===== src/design/rcpe_pkg.sv =====
// Shared types and constants for the remote code pulse encoder.
`timescale 1ns / 1ps
package rcpe_pkg;

   localparam int RCPE_SYMBOLS = 12;
   localparam int QUEUE_DEPTH = 2;

   localparam logic [15:0] CODE_MAX = 16'h0FFF;
   localparam logic [15:0] WIDTH_MAX = 16'd32767;

   localparam logic [14:0] BASE_PULSE_RESET = 15'd350;
   localparam logic [7:0] PILOT_MULT_RESET = 8'd36;

   typedef enum logic [1:0] {
      STATUS_OK = 2'd0,
      STATUS_BAD_REQ = 2'd1,
      STATUS_RANGE = 2'd2
   } status_type;

   typedef enum logic {
      REG_BASE_PULSE = 1'b0,
      REG_PILOT_MULT = 1'b1
   } reg_index_type;

   // One classified request on its way from the front end to the sequencer.
   typedef struct packed {
      status_type status;
      logic [15:0] code;
      logic [14:0] t;
      logic [14:0] pilot;
   } cmd_type;

   typedef struct packed {
      logic full;
      logic empty;
   } qstat_type;

endpackage


===== src/design/rcpe_front.sv =====
// Front end: configuration registers, request checks and width precompute.
`timescale 1ns / 1ps
module rcpe_front #(
   parameter int SYMBOLS = rcpe_pkg::RCPE_SYMBOLS
) (
   input  logic                   clock,
   input  logic                   reset,
   input  logic                   csr_valid,
   output logic                   csr_ready,
   input  logic                   csr_index,
   input  logic [15:0]            csr_wdata,
   input  logic                   req_tvalid,
   output logic                   req_tready,
   input  logic [15:0]            code,
   input  logic                   protocol_ok,
   input  logic [7:0]             symbol_count,
   input  logic [15:0]            capacity,
   input  rcpe_pkg::qstat_type    q_stat,
   output logic                   push,
   output rcpe_pkg::cmd_type      cmd
);
   import rcpe_pkg::*;

   localparam int TRAIN_LEN = 2 + 2 * SYMBOLS;

   logic [14:0] base_pulse_ff, base_pulse_in;
   logic [7:0]  pilot_mult_ff, pilot_mult_in;
   logic [22:0] pilot_full;
   logic        bad_req;
   logic        bad_width;

   assign csr_ready = 1'b1;

   always_comb begin
      base_pulse_in = base_pulse_ff;
      pilot_mult_in = pilot_mult_ff;
      if (csr_valid) begin
         unique case (reg_index_type'(csr_index))
            REG_BASE_PULSE: base_pulse_in = csr_wdata[14:0];
            REG_PILOT_MULT: pilot_mult_in = csr_wdata[7:0];
            default: ;
         endcase
      end
   end

   always_ff @(posedge clock) begin
      if (reset) begin
         base_pulse_ff <= BASE_PULSE_RESET;
         pilot_mult_ff <= PILOT_MULT_RESET;
      end else begin
         base_pulse_ff <= base_pulse_in;
         pilot_mult_ff <= pilot_mult_in;
      end
   end

   assign pilot_full = 23'(base_pulse_ff) * 23'(pilot_mult_ff);

   assign bad_req = !protocol_ok || (symbol_count != 8'(SYMBOLS)) || (code > CODE_MAX) ||
                    (capacity < 16'(TRAIN_LEN));

   // Twice the base width overflows exactly when the top bit of the base is set.
   assign bad_width = (base_pulse_ff == 15'd0) || base_pulse_ff[14] ||
                      (pilot_full == 23'd0) || (pilot_full > 23'(WIDTH_MAX));

   always_comb begin
      cmd.code  = code;
      cmd.t     = base_pulse_ff;
      cmd.pilot = pilot_full[14:0];
      priority if (bad_req) begin
         cmd.status = STATUS_BAD_REQ;
      end else if (bad_width) begin
         cmd.status = STATUS_RANGE;
      end else begin
         cmd.status = STATUS_OK;
      end
   end

   assign req_tready = !q_stat.full;
   assign push       = req_tvalid && !q_stat.full;

endmodule


===== src/design/rcpe_queue.sv =====
// Short command queue between the front end and the pulse sequencer.
`timescale 1ns / 1ps
module rcpe_queue (
   input  logic                clock,
   input  logic                reset,
   input  logic                push,
   input  rcpe_pkg::cmd_type   push_cmd,
   input  logic                pop,
   output rcpe_pkg::cmd_type   head_cmd,
   output rcpe_pkg::qstat_type q_stat
);
   import rcpe_pkg::*;

   localparam int PW = (QUEUE_DEPTH > 1) ? $clog2(QUEUE_DEPTH) : 1;
   localparam int CW = $clog2(QUEUE_DEPTH + 1);

   cmd_type        entry_ff [QUEUE_DEPTH];
   logic [PW-1:0]  wr_ptr_ff, wr_ptr_in;
   logic [PW-1:0]  rd_ptr_ff, rd_ptr_in;
   logic [CW-1:0]  count_ff, count_in;

   function automatic logic [PW-1:0] next_ptr(input logic [PW-1:0] p);
      if (p == PW'(QUEUE_DEPTH - 1)) begin
         return '0;
      end
      return p + PW'(1);
   endfunction

   always_comb begin
      wr_ptr_in = push ? next_ptr(wr_ptr_ff) : wr_ptr_ff;
      rd_ptr_in = pop ? next_ptr(rd_ptr_ff) : rd_ptr_ff;
      count_in  = count_ff;
      if (push && !pop) begin
         count_in = count_ff + CW'(1);
      end else if (pop && !push) begin
         count_in = count_ff - CW'(1);
      end
   end

   always_ff @(posedge clock) begin
      if (reset) begin
         wr_ptr_ff <= '0;
         rd_ptr_ff <= '0;
         count_ff  <= '0;
      end else begin
         wr_ptr_ff <= wr_ptr_in;
         rd_ptr_ff <= rd_ptr_in;
         count_ff  <= count_in;
      end
   end

   always_ff @(posedge clock) begin
      if (push) begin
         entry_ff[wr_ptr_ff] <= push_cmd;
      end
   end

   assign head_cmd     = entry_ff[rd_ptr_ff];
   assign q_stat.full  = (count_ff == CW'(QUEUE_DEPTH));
   assign q_stat.empty = (count_ff == '0);

endmodule


===== src/design/rcpe_back.sv =====
// Back end: walks one command through its pulse train into the output register.
`timescale 1ns / 1ps
module rcpe_back #(
   parameter int SYMBOLS = rcpe_pkg::RCPE_SYMBOLS
) (
   input  logic                clock,
   input  logic                reset,
   input  rcpe_pkg::qstat_type q_stat,
   input  rcpe_pkg::cmd_type   head_cmd,
   output logic                pop,
   output logic                rsp_tvalid,
   input  logic                rsp_tready,
   output logic [15:0]         rsp_tdata,
   output logic                rsp_tlast,
   output logic [1:0]          rsp_tuser
);
   import rcpe_pkg::*;

   localparam int SW = (SYMBOLS > 1) ? $clog2(SYMBOLS) : 1;

   typedef enum logic [3:0] {
      ST_IDLE = 4'b0001,
      ST_SYNC = 4'b0010,
      ST_LOW  = 4'b0100,
      ST_HIGH = 4'b1000
   } state_type;

   state_type          state_ff, state_in;
   logic [SW-1:0]      sym_ff, sym_in;
   logic [SYMBOLS-1:0] shift_ff, shift_in;
   logic [14:0]        t_ff, t_in;
   logic               valid_ff, valid_in;
   logic [15:0]        pulse_ff, pulse_in;
   logic               last_ff, last_in;
   status_type         status_ff, status_in;

   logic               out_free;
   logic [15:0]        t_w;
   logic [15:0]        t2_w;
   logic [SYMBOLS+15:0] code_ext;

   assign out_free = !valid_ff || rsp_tready;
   assign t_w      = {1'b0, t_ff};
   assign t2_w     = {t_ff, 1'b0};
   assign code_ext = {{SYMBOLS{1'b0}}, head_cmd.code};
   assign pop      = out_free && (state_ff == ST_IDLE) && !q_stat.empty;

   always_comb begin
      state_in  = state_ff;
      sym_in    = sym_ff;
      shift_in  = shift_ff;
      t_in      = t_ff;
      valid_in  = valid_ff && !rsp_tready;
      pulse_in  = pulse_ff;
      last_in   = last_ff;
      status_in = status_ff;
      if (out_free) begin
         unique case (state_ff)
            ST_IDLE: begin
               if (!q_stat.empty) begin
                  valid_in  = 1'b1;
                  status_in = head_cmd.status;
                  if (head_cmd.status != STATUS_OK) begin
                     pulse_in = 16'd0;
                     last_in  = 1'b1;
                  end else begin
                     // The pilot low is registered as the command is taken and goes out in the cycle after.
                     pulse_in = 16'd0 - {1'b0, head_cmd.pilot};
                     last_in  = 1'b0;
                     t_in     = head_cmd.t;
                     shift_in = code_ext[SYMBOLS-1:0];
                     sym_in   = '0;
                     state_in = ST_SYNC;
                  end
               end
            end
            ST_SYNC: begin
               valid_in = 1'b1;
               pulse_in = t_w;
               last_in  = 1'b0;
               state_in = ST_LOW;
            end
            ST_LOW: begin
               valid_in = 1'b1;
               pulse_in = 16'd0 - (shift_ff[SYMBOLS-1] ? t2_w : t_w);
               last_in  = 1'b0;
               state_in = ST_HIGH;
            end
            ST_HIGH: begin
               valid_in = 1'b1;
               pulse_in = shift_ff[SYMBOLS-1] ? t_w : t2_w;
               shift_in = shift_ff << 1;
               if (sym_ff == SW'(SYMBOLS - 1)) begin
                  last_in  = 1'b1;
                  state_in = ST_IDLE;
               end else begin
                  last_in  = 1'b0;
                  sym_in   = sym_ff + SW'(1);
                  state_in = ST_LOW;
               end
            end
            default: state_in = ST_IDLE;
         endcase
      end
   end

   always_ff @(posedge clock) begin
      if (reset) begin
         state_ff <= ST_IDLE;
         valid_ff <= 1'b0;
      end else begin
         state_ff <= state_in;
         valid_ff <= valid_in;
      end
   end

   always_ff @(posedge clock) begin
      sym_ff    <= sym_in;
      shift_ff  <= shift_in;
      t_ff      <= t_in;
      pulse_ff  <= pulse_in;
      last_ff   <= last_in;
      status_ff <= status_in;
   end

   assign rsp_tvalid = valid_ff;
   assign rsp_tdata  = pulse_ff;
   assign rsp_tlast  = last_ff;
   assign rsp_tuser  = status_ff;

endmodule


===== src/design/remote_code_pulse_encoder_unit.sv =====
// Top level of the remote code pulse encoder: front end, command queue and sequencer.
//
//  channel  direction  handshake            payload
//  req      in         req_tvalid/tready    tdata code, symbol_count, capacity; tuser protocol_ok
//  rsp      out        rsp_tvalid/tready    tdata pulse; tlast last; tuser status
//  csr      in         csr_valid/ready      csr_index, csr_wdata
//
// A good request yields 2 + 2*SYMBOLS results (26 by default), one per cycle from the
// sequencer while the response is not stalled; an error request yields a single result.
// Requests are checked on entry and wait in a two-entry queue, so a new request is taken
// while the previous train is still being sent.
// Reset is synchronous and clears the queue, the sequencer state and the output valid flag.
// A stalled response holds the sequencer in place; the queue fills and then stalls req.
`timescale 1ns / 1ps
module remote_code_pulse_encoder_unit #(
   parameter int SYMBOLS = rcpe_pkg::RCPE_SYMBOLS
) (
   input  logic        clock,
   input  logic        reset,
   input  logic        csr_valid,
   output logic        csr_ready,
   input  logic        csr_index,
   input  logic [15:0] csr_wdata,
   input  logic        req_tvalid,
   output logic        req_tready,
   input  logic [39:0] req_tdata,   // [15:0] code, [23:16] symbol_count, [39:24] capacity
   input  logic        req_tuser,   // [0] protocol_ok
   output logic        rsp_tvalid,
   input  logic        rsp_tready,
   output logic [15:0] rsp_tdata,   // [15:0] pulse
   output logic        rsp_tlast,
   output logic [1:0]  rsp_tuser    // [1:0] status
);
   import rcpe_pkg::*;

   qstat_type q_stat;
   cmd_type   push_cmd;
   cmd_type   head_cmd;
   logic      push;
   logic      pop;

   rcpe_front #(
      .SYMBOLS(SYMBOLS)
   ) u_front (
      .clock        (clock),
      .reset        (reset),
      .csr_valid    (csr_valid),
      .csr_ready    (csr_ready),
      .csr_index    (csr_index),
      .csr_wdata    (csr_wdata),
      .req_tvalid   (req_tvalid),
      .req_tready   (req_tready),
      .code         (req_tdata[15:0]),
      .protocol_ok  (req_tuser),
      .symbol_count (req_tdata[23:16]),
      .capacity     (req_tdata[39:24]),
      .q_stat       (q_stat),
      .push         (push),
      .cmd          (push_cmd)
   );

   rcpe_queue u_queue (
      .clock    (clock),
      .reset    (reset),
      .push     (push),
      .push_cmd (push_cmd),
      .pop      (pop),
      .head_cmd (head_cmd),
      .q_stat   (q_stat)
   );

   rcpe_back #(
      .SYMBOLS(SYMBOLS)
   ) u_back (
      .clock      (clock),
      .reset      (reset),
      .q_stat     (q_stat),
      .head_cmd   (head_cmd),
      .pop        (pop),
      .rsp_tvalid (rsp_tvalid),
      .rsp_tready (rsp_tready),
      .rsp_tdata  (rsp_tdata),
      .rsp_tlast  (rsp_tlast),
      .rsp_tuser  (rsp_tuser)
   );

`ifndef NO_ASSERTIONS
   // An accepted request is held in the queue at the next edge.
   a_push_lands: assert property (@(posedge clock) disable iff (reset)
      (req_tvalid && req_tready) |=> !q_stat.empty)
      else $error("accepted request did not reach the queue");

   // An error result is always a lone, zero-width, final result.
   a_error_single: assert property (@(posedge clock) disable iff (reset)
      (rsp_tvalid && (rsp_tuser != STATUS_OK)) |-> (rsp_tlast && (rsp_tdata == 16'd0)))
      else $error("error result is not a single final zero pulse");

   // Pulses of a good train never have zero width.
   a_ok_nonzero: assert property (@(posedge clock) disable iff (reset)
      (rsp_tvalid && (rsp_tuser == STATUS_OK)) |-> (rsp_tdata != 16'd0))
      else $error("good train carries a zero-width pulse");

   // The sequencer only takes a command when one is present.
   a_pop_nonempty: assert property (@(posedge clock) disable iff (reset)
      pop |-> !q_stat.empty)
      else $error("command taken from an empty queue");
`endif

endmodule

===== config.mk =====
export PLATFORM = sky130hd
export DESIGN_NAME = remote_code_pulse_encoder_unit
export DESIGN_NICKNAME = d
export VERILOG_FILES = /design/src/design/rcpe_pkg.sv /design/src/design/rcpe_front.sv /design/src/design/rcpe_queue.sv /design/src/design/rcpe_back.sv /design/src/design/remote_code_pulse_encoder_unit.sv
export SDC_FILE = /design/constraint.sdc
export NUM_CORES = 1
export LEC_CHECK = 0
export BUFFER_PORTS_ARGS = -buffer_cell sky130_fd_sc_hd__buf_2
export CORE_ASPECT_RATIO = 1.75
export CORE_MARGIN = 1
export CORE_UTILIZATION = 35
export CTS_CLUSTER_DIAMETER = 30
export DETAILED_ROUTE_END_ITERATION = 10
export GPL_ROUTABILITY_DRIVEN = 0
export PLACE_DENSITY_LB_ADDON = 0.08
export REMOVE_ABC_BUFFERS = 1
export SYNTH_ARGS = -nofsm -noshare
export SYNTH_HDL_FRONTEND = slang
export SYNTH_SLANG_ARGS = --single-unit
export TNS_END_PERCENT = 30

===== constraint.sdc =====
create_clock -name clock -period 7 [get_ports clock]
set_input_delay 0.35 -clock clock [delete_from_list [all_inputs] [get_ports clock]]
set_output_delay 0.35 -clock clock [all_outputs]
set_load 0.005 [all_outputs]

# Word-level counts from Yosys, hierarchy flattened

Memories as Yosys holds them, arrays and structs flattened. A register that Yosys moved wholly into a read port is not among the register bits.
Cells that the tools add are included.

Eq/ne operators: 10
Add/sub/neg operators: 7
Bitwise gates (word level): 3
Multiplexer cells: 37
Magnitude comparators: 3
Reductions and logical operators: 39
$mul: 1

Operators by type and width:

| operator                                                                          | number |
|---|---|
| 16-bit 2-to-1 mux                                                                 | 4 |
| 16-bit case mux with 4 select lines                                               | 1 |
| 12-bit 2-to-1 mux                                                                 | 2 |
| 12-bit case mux with 2 select lines                                               | 1 |
| 23-bit by 15-bit greater-than comparator with 1-bit output, second input constant | 1 |
| 23-bit logical NOT                                                                | 1 |
| 15-bit by 8-bit multiplier with 23-bit output                                     | 1 |
| 4-bit 2-to-1 mux                                                                  | 5 |
| 16-bit by 12-bit greater-than comparator with 1-bit output, second input constant | 1 |
| 16-bit by 5-bit less-than comparator with 1-bit output, second input constant     | 1 |
| 4-bit case mux with 4 select lines                                                | 1 |
| 1-bit by 15-bit subtractor with 16-bit output, first input constant               | 1 |
| 1-bit by 16-bit subtractor with 16-bit output, first input constant               | 1 |
| 15-bit logical NOT                                                                | 1 |
| 1-bit 2-to-1 mux                                                                  | 15 |
| 3-bit AND reduction                                                               | 4 |
| 4-bit == test, second input constant                                              | 2 |
| 2-bit 2-to-1 mux                                                                  | 4 |
| 8-bit by 4-bit != test with 1-bit output, second input constant                   | 1 |
| 4-bit case mux with 2 select lines                                                | 1 |
| 4-bit AND reduction                                                               | 2 |
| 1-bit logical NOT                                                                 | 7 |
| 1-bit logical OR                                                                  | 7 |
| 1-bit logical AND                                                                 | 6 |
| other kinds (21)                                                                  | 29 |

Output and inout bits: 22
Bits in registers: 82
Logic and storage cells: 114
Input bits: 63
Bits in writable memories: 96
Memories kept: 1

Memory list:

| name             | depth | width | read ports | clocked after Yosys merged registers in | wr ports | RTL line         | text |
|---|---|---|---|---|---|---|---|
| u_queue.entry_ff | 2     | 48    | 1          | 1                                       | 1        | rcpe_queue.sv:17 | `cmd_type entry_ff [QUEUE_DEPTH];` |

# Logic depth before layout (Yosys ltp)

Gate-level depths: netlist of run 1.

Word-level depth: 7
Gate-level depth with buffers: 18
Mapped depth without buffers: 17

# Cells and area by module

From an unflattened synthesis of run 1, not the netlist that was laid out.

Cells, all modules: 1123
Area, all modules: 12049.1 um^2

By module, submodules not included:

| module     | instances | area each (um^2) | cells each |
|---|---|---|---|
| rcpe_front | 1         | 5084.9           | 623 |
| rcpe_queue | 1         | 3671.0           | 171 |
| rcpe_back  | 1         | 3293.2           | 329 |

# Worst setup path after synthesis of run 1

Ideal clock, no wire load.

Kind: flip-flop to flip-flop
Start point: register u_front.pilot_mult_ff[7]
End point: memory u_queue.entry_ff[0][47] (netlist bit) (data pin)
Stages on the path, launching flop included: 18
Slack: 1.752 ns
Arrival time: 4.963 ns
Library setup time: 0.285 ns
Clock period less this slack: 5.248 ns
Path buffers: 1
Data required time: 6.715 ns
Cell sequence: dfxtp_1 clkbuf_1 nand2_1 fa_1 fa_1 inv_1 fa_1 inv_1 fa_1 inv_1 ha_1 a21o_1 a221oi_2 or4_1 a21boi_0 or4_1 a221oi_1 a41oi_1

RTL lines:

| element                | RTL line         | text |
|---|---|---|
| from (decl)            | rcpe_front.sv:27 | `logic [7:0] pilot_mult_ff, pilot_mult_in;` |
| from (signal assigned) | rcpe_front.sv:52 | `pilot_mult_ff <= pilot_mult_in;` |
| to (decl)              | rcpe_queue.sv:17 |  |

==> metrics.md, run 1 <==
| Metric | Value |
|---|---|
| TritonCTS clock tree | `done` |
| Yosys cell types | `63` |
| Via count of the first global-routing pass | `between 8,000 and 9,000` |
| Pins over their slew limit | `0` |
| Number of synthesized register bits | `171` |
| Required time worst endpoint | `7.26 ns` |
| Internal Dissipation | `0.00227 W` |
| Sequential share of power | `about 43%` |
| Result of the run | `complete, no violations` |
| Worst path top cell family by delay | `adder cells` |
| Worst Hold Margin | `between 0.09 and 0.1 ns` |
| Placeable core region | `31,600 sq um` |
| Fraction of layout instances using a drive strength above 1 | `13.6%` |
| Number of warning messages in the yosys log | `0` |
| Clock-pin slew of the registers on the worst-case setup and hold paths | `about 0.070 ns` |
| Chip Width | `138 microns` |
| Post-DR vias/cell | `around 5.1` |
| Number of I/O port buffers | `81` |
| Type of the tightest min-delay check | `input port to register` |
| Max_slew headroom | `between 20% and 30%` |
| Initial core utilization | `between 30% and 40%` |
| Post-synth EDFFs | `roughly 140` |
| Min cycle time layout | `between 5 and 6 ns` |
| DR iter-0 viols | `around 250` |
| Antenna diode count | `0` |
| Via count | `between 7,000 and 8,000` |
| WL/cell | `around 17 microns` |
| Longest individual stage delay on the worst path | `approximately 0.73 ns` |
| Global-route wire length before repair | `around 43,000 microns` |
| CP Capture Type | `register` |
| Clock skew after layout | `between 0.009 and 0.01 ns` |
| Mean post-synth cell area | `~11 sq um` |
| GRT Residual Overflow | `0` |
| Total I/O pin count | `85` |
| Cell type with the highest aggregate area in the netlist | `edfxtp_1` |
| Buffer depth of the longest clock path | `2` |
| CP Cell Sequence | `nand2_1, fa_1, fa_1, inv_1, fa_1, inv_1, fa_1, inv_1, ha_1, a21o_1, a221oi_2, xnor2_1, nor4_1, nand4_1, or4_1, a41oi_1` |
| Synth-to-layout area growth | `12.5%` |
| DRC violations left | `0` |
| Number of buffers added for setup after CTS | `0` |
| H-tree depth | `4` |
| Fin crit share | `between 80 and 90%` |
| Most common cell after layout, fill and taps aside | `edfxtp_1` |
| Area share of the largest cell type after synthesis | `between 30% and 40%` |
| Hold_buf cts | `0` |
| Antenna violations before repair | `0` |
| Highest-delay cell along the critical path | `dfxtp_1` |
| Vert. Die Dim | `about 240 microns` |
| Most used flip-flop cell after synthesis | `edfxtp_1` |
| Leakage power | `5.00 nW` |
| Critical Setup Path Class | `register to register` |
| Largest cells by area after synthesis | `edfxtp_1 37%, fa_1 14%, dfxtp_1 5.9%, ha_1 5.2%, and2_1 5.0%` |
| Cell count after synthesis | `1,052` |
| Highest-count cells in the layout ignoring fill and taps | `138 x edfxtp_1, 124 x nand2_1, 90 x and2_1, 86 x inv_1, 81 x buf_2` |
| Total iterations of the first detailed-routing run | `5` |
| Total clock buffers created by CTS | `17` |
| Gr usage total | `roughly 17%` |
| Async set-or-reset flop fraction in the synthesized netlist | `0%` |
| Transition time at the pin with the least slew margin | `roughly 1.1 ns` |
| Switching portion of total power | `between 30% and 40%` |
| Fin Setup TNS | `0 ns` |
| Net count reported at finish | `between 1,000 and 1,500` |
| Worst path arrival time | `approximately 6.2 ns` |
| Worst-case vdd ir drop | `between 0.15 and 0.2 mV` |
| Area enclosed by the die boundary | `33,000 sq um` |
| Reported max-cap violation count | `0` |
| FMAX | `168 MHz` |
| Count of buffering cells on the critical path with inverters included | `3` |
| Setup violations, final | `0` |
| Proportion of synthesized chip area in sequential cells | `between 40 and 50%` |
| Total clock sinks | `between 150 and 200` |
| Final count of hold timing violations | `0` |
| Number of standard-cell rows in the floorplan | `86` |
| Largest driver fanout on the critical path | `16` |
| RSZ-0062 raised after global routing | `no` |
| Clock power frac | `approximately 28%` |
| Syn Std Cell Area | `11,300 sq um` |
| Part of the power in combinational logic | `between 20% and 30%` |
| Half-perimeter wire length of the detailed placement result | `20,500 microns` |
| Post_cts resized | `0` |
| Final routed wirelength across all metal layers | `26,700 microns` |
| CTS Root Buffer Type | `clkbuf_16` |
| Post-DRT Antenna Nets | `0` |
| Clock latency of the later-clocked register in the worst-skew pair | `approximately 0.44 ns` |
| Most frequent cell on the critical path | `fa_1` |
| Areal power density over the cells | `about 260 nW/um^2` |
| Maximum number of pins on one net before global-route repair | `45` |
| Sw power | `~0.0011 W` |
| Startpoint kind of the worst setup timing path | `register` |
[power groups by stage]
| stage | registers (W) | logic [W] | clock network (W) |
|---|---|---|---|
| after floorplan | 0.00146 | 0.000688 | 0 |
| after global placement | 0.00146 | 0.000988 | 0 |
| after detailed placement | 0.00146 | 0.000995 | 0 |
| after CTS | 0.00144 | 0.00100 | 0.000966 |
| after global routing | 0.00146 | 0.00111 | 0.000998 |
| final | 0.00144 | 0.000978 | 0.000934 |
[cell families after synthesis]
logic type	synth area share (%)
buffers and inverters	4.53
DFF	42.6
and+or+nand+nor	16.9
muxes	4.72
AOI/OAI and AO/OA	8.78
xor gates and xnor gates	3.41
other	0.0332
adders and majority gates	19.0
[routing by layer]
layer  GRT usage [%]  up-vias  wire length (microns)
li1                -     3773                      -
met1            16.5     3816                   9600
met2            35.1      120                  15500
met3            2.24       49                    655
met4            8.27        0                    930
met5               0        -                      0
[final cells by class]
cell class / instances / area [sq um]
clock inverter: 14 / 145
sequential: 171 / 4810
clock buffer: 17 / 425
tap: 396 / 495
inverter: 86 / 323
fill: 3163 / 18900
timing repair buffer: 95 / 510
multi-input combinational: 747 / 5990
[worst paths after layout]
path,startpoint,endpoint,slack (ns),depth (start not counted)
worst max register to register,u_front.pilot_mult_ff[6]$_SDFFE_PP0P_,u_queue.entry_ff[0][47]$_DFFE_PP_,1.05,16
worst min-delay path,req_tdata[11],u_queue.entry_ff[1][41]$_DFFE_PP_,0.1,1
worst min register to register,u_queue.count_ff[1]$_SDFFE_PP0P_,u_queue.count_ff[1]$_SDFFE_PP0P_,0.51,2
worst max-delay path,u_front.pilot_mult_ff[6]$_SDFFE_PP0P_,u_queue.entry_ff[0][47]$_DFFE_PP_,1.05,16
[synthesized netlist by cell type (12+ instances only)]
master	number
nor2_1	60
inv_1	86
ha_1	47
mux2i_1	33
nor3_1	16
mux2_2	18
a21oi_1	42
and2_1	90
xor2_1	20
o21ai_0	39
nor4_1	13
nand3_1	12
nand2_1	124
edfxtp_1	138
clkbuf_1	39
dfxtp_1	33
fa_1	78
xnor2_1	24
[worst register-to-register path, stage by stage, from the launching register on]
cell      delay [ns]
dfxtp_1         0.73
nand2_1         0.16
fa_1            0.51
fa_1            0.55
inv_1           0.06
fa_1            0.52
inv_1           0.05
fa_1            0.52
inv_1           0.04
ha_1            0.33
a21o_1          0.23
a221oi_2        0.59
xnor2_1         0.20
nor4_1          0.42
nand4_1         0.13
or4_1           0.46
a41oi_1         0.27
[flip-flops by register name, summed over array words and instances (netlist names), named ones only]
| register | cells |
|---|---|
| u_back.state_ff | 4 |
| u_back.shift_ff | 12 |
| u_back.rsp_tvalid | 1 |
| u_back.t_ff | 15 |
| u_back.rsp_tuser | 2 |
| u_queue.wr_ptr_ff | 1 |
| u_back.sym_ff | 4 |
| u_queue.count_ff | 2 |
| u_back.rsp_tlast | 1 |
| u_back.rsp_tdata | 16 |
| u_queue.entry_ff | 88 |
| u_front.base_pulse_ff | 15 |
| u_queue.rd_ptr_ff | 1 |
| u_front.pilot_mult_ff | 8 |
[stage by stage]
| step | utilization [%] | cell area, sq um | power (W) | cells | worst slack [ns] |
|---|---|---|---|---|---|
| 3_3_place_gp | 38.3 | 12100 | 0.00245 | 1495 | 1.11 |
| 4_1_cts | 40.1 | 12700 | 0.00341 | 1526 | 0.997 |
| 2_1_floorplan | - | 11100 | 0.00214 | 1004 | 1.87 |
| 6_report | 40.1 | 12700 | 0.00335 | 1526 | 1.05 |
| 3_5_place_dp | 38.3 | 12100 | 0.00246 | 1495 | 1.03 |
| 5_1_grt | 40.1 | 12700 | 0.00357 | 1526 | 0.709 |
Note: power is estimated with default switching activity, not from simulation.
==> run 2: changes to the inputs <==
--- a/config.mk
+++ b/config.mk
@@ -5,6 +5,7 @@
 export SDC_FILE = /design/constraint.sdc
 export NUM_CORES = 1
 export LEC_CHECK = 0
+export ABC_AREA = 1
 export BUFFER_PORTS_ARGS = -buffer_cell sky130_fd_sc_hd__buf_2
 export CORE_ASPECT_RATIO = 1.75
 export CORE_MARGIN = 1
@@ -13,7 +14,6 @@
 export DETAILED_ROUTE_END_ITERATION = 10
 export GPL_ROUTABILITY_DRIVEN = 0
 export PLACE_DENSITY_LB_ADDON = 0.08
-export REMOVE_ABC_BUFFERS = 1
 export SYNTH_ARGS = -nofsm -noshare
 export SYNTH_HDL_FRONTEND = slang
 export SYNTH_SLANG_ARGS = --single-unit
==> metrics.md, run 2 <==
| Metric | Value |
|---|---|
| Final count of hold timing violations | `0 (unchanged)` |
| CP Cell Sequence | `nand2_1, fa_1, inv_1, fa_1, fa_1, inv_1, fa_1, inv_1, ha_1, nand2_1, nand2_1, a21oi_1, nor2_1, nor2_1, nand2_1, nand2_1, nand2_1, nor2_1, nand3_1, nor2_1, nor2_1 (was nand2_1, fa_1, fa_1, inv_1, fa_1, inv_1, fa_1, inv_1, ha_1, a21o_1, a221oi_2, xnor2_1, nor4_1, nand4_1, or4_1, a41oi_1)` |
| Global-route wire length before repair | `49,800 microns (was 43,000 microns)` |
| Transition time at the pin with the least slew margin | `1.15 ns (was 1.12 ns)` |
| Worst path top cell family by delay | `adder cells (unchanged)` |
| Maximum number of pins on one net before global-route repair | `46 (was 45)` |
| Total clock sinks | `171 (unchanged)` |
| Synth-to-layout area growth | `12.1% (was 12.5%)` |
| Net count reported at finish | `1,706 (was 1,306)` |
| Most used standard cells in the synthesized netlist | `402 x nand2_1, 285 x inv_1, 138 x edfxtp_1 (was 138 x edfxtp_1, 124 x nand2_1, 90 x and2_1)` |
| Async set-or-reset flop fraction in the synthesized netlist | `0% (unchanged)` |
| Number of warning messages in the yosys log | `0 (unchanged)` |
| Via count | `9,290 (was 7,758)` |
| Fraction of layout instances using a drive strength above 1 | `12.0% (was 13.6%)` |
| Worst-case setup slack after placement | `1.67 ns (was 1.03 ns)` |
| Cell count after synthesis | `1,465 (was 1,052)` |
| Highest-delay cell along the critical path | `dfxtp_1 (unchanged)` |
| GRT Residual Overflow | `0 (unchanged)` |
| GR met3 Demand/Resource | `2.33% (was 2.24%)` |
| H-tree depth | `4 (unchanged)` |
| Peak-usage layer in the global routing report | `met2 (unchanged)` |
| Count of buffering cells on the critical path with inverters included | `3 (unchanged)` |
| Placeable core region | `33,900 sq um (was 31,600 sq um)` |
| Fin crit share | `75.8% (was 85.0%)` |
| Buffer depth of the longest clock path | `2 (unchanged)` |
| Hold_buf cts | `0 (unchanged)` |
| Cell type with the highest aggregate area in the netlist | `edfxtp_1 (unchanged)` |
| Vert. Die Dim | `247 microns (was 240 microns)` |
| Total clock buffers created by CTS | `17 (unchanged)` |
| Largest driver fanout on the critical path | `16 (unchanged)` |
| Required time worst endpoint | `7.19 ns (was 7.26 ns)` |
| Number of flip-flops under the largest register name | `88 (unchanged)` |
| Total iterations of the first detailed-routing run | `5 (unchanged)` |
| CTS Root Buffer Type | `clkbuf_16 (unchanged)` |
| Clock-pin slew of the registers on the worst-case setup and hold paths | `0.08 ns (was 0.07 ns)` |
| Most common cell after layout, fill and taps aside | `nand2_1 (was edfxtp_1)` |
| Startpoint kind of the worst setup timing path | `register (unchanged)` |
| Number of synthesized register bits | `171 (unchanged)` |
| Half-perimeter wire length of the detailed placement result | `23,600 microns (was 20,500 microns)` |
| Result of the run | `complete, no violations (unchanged)` |
| Yosys cell types | `47 (was 63)` |
| Sequential cell area | `4810 sq um (unchanged)` |
| WL/cell | `15.4 microns (was 17.5 microns)` |
| Met1 Resource Use GR | `17.9% (was 16.5%)` |
| Reported max-cap violation count | `0 (unchanged)` |
| TritonCTS clock tree | `done (unchanged)` |
| Worst-case vdd ir drop | `0.168 mV (was 0.190 mV)` |
| Proportion of synthesized chip area in sequential cells | `39.9% (was 42.6%)` |
| Pins over their slew limit | `0 (unchanged)` |
| Gr usage total | `18.8% (was 17.4%)` |
| Post_cts resized | `0 (unchanged)` |
| Area of the multi-input gates | `5860 sq um (was 5990 sq um)` |
| RSZ-0062 raised after global routing | `no (unchanged)` |
| Critical Setup Path Class | `register to register (unchanged)` |
| Largest cells by area after synthesis | `edfxtp_1 34%, fa_1 13%, nand2_1 13%, inv_1 8.9%, dfxtp_1 5.5% (was edfxtp_1 37%, fa_1 14%, dfxtp_1 5.9%, ha_1 5.2%, and2_1 5.0%)` |
| Antenna diode count | `0 (unchanged)` |
| Longest individual stage delay on the worst path | `0.89 ns (was 0.73 ns)` |
| Most repeated cell in the gate-level netlist after synthesis | `nand2_1 (was edfxtp_1)` |
| Initial core utilization | `35.6% (was 35.7%)` |
| FMAX | `189 MHz (was 168 MHz)` |
| Worst path arrival time | `5.49 ns (was 6.21 ns)` |
| Clock skew after layout | `0.0170 ns (was 0.00985 ns)` |
| Area share of the largest cell type after synthesis | `34.4% (was 36.7%)` |
| Chip Width | `142 microns (was 138 microns)` |
| Type of the tightest min-delay check | `input port to register (unchanged)` |
| Leakage power | `6.63 nW (was 5.00 nW)` |
| Min cycle time layout | `5.30 ns (was 5.95 ns)` |
| Fin Setup TNS | `0 ns (unchanged)` |
| Reg with most FFs | `u_queue.entry_ff (unchanged)` |
| Most used flip-flop cell after synthesis | `edfxtp_1 (unchanged)` |
| DR iter-0 viols | `314 (was 252)` |
| Final routed wirelength across all metal layers | `30,500 microns (was 26,700 microns)` |
| Post-DR vias/cell | `4.68 (was 5.08)` |
| Area enclosed by the die boundary | `35,200 sq um (was 33,000 sq um)` |
| Mean post-synth cell area | `8.22 sq um (was 10.7 sq um)` |
| DRC violations left | `0 (unchanged)` |
| Post-synth EDFFs | `138 (unchanged)` |
| Clock latency of the later-clocked register in the worst-skew pair | `0.45 ns (was 0.44 ns)` |
| Post-DRT Antenna Nets | `0 (unchanged)` |
| Areal power density over the cells | `327 nW/um^2 (was 264 nW/um^2)` |
| R2r setup slk | `1.70 ns (was 1.05 ns)` |
| Most frequent cell on the critical path | `nand2_1 (was fa_1)` |
| Net Count, Synth | `1,653` |
| Max_slew headroom | `23.1% (was 24.9%)` |
| Total I/O pin count | `85 (unchanged)` |
| CP Capture Type | `register (unchanged)` |
| Min setup slack post-route | `1.70 ns (was 1.05 ns)` |
| Via count of the first global-routing pass | `9,647 (was 8,348)` |
| Syn Std Cell Area | `12,000 sq um (was 11,300 sq um)` |
| Met2 Track Usage GR | `38.9% (was 35.1%)` |
| Number of fill cells | `3,568 (was 3,163)` |
| Antenna violations before repair | `0 (unchanged)` |
| Number of I/O port buffers | `81 (unchanged)` |
| Setup violations, final | `0 (unchanged)` |
| Number of buffers added for setup after CTS | `0 (unchanged)` |
| Number of standard-cell rows in the floorplan | `89 (was 86)` |
| Highest-count cells in the layout ignoring fill and taps | `402 x nand2_1, 285 x inv_1, 138 x edfxtp_1, 128 x nor2_1, 81 x buf_2 (was 138 x edfxtp_1, 124 x nand2_1, 90 x and2_1, 86 x inv_1, 81 x buf_2)` |
[run 2: cell count changes after synthesis, sizes merged, moves of 31 or more]
cell	delta
nand3	+61
mux2i	-31
inv	+215
nand2	+284
nor2	+80
and2	-89
o21ai	+35
[run 2: final timing paths]
kind                                               from  cells after the start                                 to
setup reg to reg  u_front.pilot_mult_ff[4]$_SDFFE_PP0P_                     21  u_queue.entry_ff[0][47]$_DFFE_PP_
hold / removal                                    reset                      2       u_back.rsp_tvalid$_SDFF_PP0_
setup / recovery  u_front.pilot_mult_ff[4]$_SDFFE_PP0P_                     21  u_queue.entry_ff[0][47]$_DFFE_PP_
hold reg to reg          u_queue.rd_ptr_ff$_SDFFE_PP0P_                      1                           register
[run 2: routing by layer]
layer / vias up / wire [microns]
met5: - / 0
met4: 0 / 1020
met3: 53 / 552
met2: 142 / 17900
met1: 4422 / 11000
li1: 4673 / -
[run 2: metrics by stage]
step / total power, W / instance area, sq um / std cells / util, % / hold WS, ns
CTS: 0.00451 / 13500 / 1986 / 39.9 / 0.0589
global placement: 0.00345 / 12800 / 1954 / 37.9 / 0.438
global route: 0.00480 / 13500 / 1986 / 39.9 / 0.0699
finish: 0.00442 / 13500 / 1986 / 39.9 / 0.0825
floorplan: 0.00285 / 12000 / 1465 / - / 0.419
detailed placement: 0.00346 / 12800 / 1954 / 37.9 / 0.441
[run 2: cell type report]
class                      count  share of cell area, %
clock buffer                  18                   3.34
clock inverter                14                   1.50
sequential                   171                   35.6
inverter                     301                   8.37
multi-input combinational    937                   43.5
timing repair buffer          90                   3.50
tap                          455                   4.22
[run 2: logic make-up (layout without fill, tap and decap cells)]
| group | Yosys count | count (layout) | share of synthesized area (%) |
|---|---|---|---|
| simple gates | 663 | 663 | 23.3 |
| fa+ha+maj | 125 | 125 | 17.8 |
| xor+xnor | 7 | 7 | 0.509 |
| flops | 171 | 171 | 39.9 |
| compound gates | 139 | 139 | 6.70 |
| other cells | 1 | 1 | 0.0311 |
| buf+inv | 357 | 423 | 11.6 |
| mux | 2 | 2 | 0.166 |
[run 2: report_power, final]
group          total, W  internal (W)  switching (W)
sequential      0.00154       0.00143       0.000111
clock           0.00102      0.000570       0.000455
combinational   0.00185      0.000601        0.00125
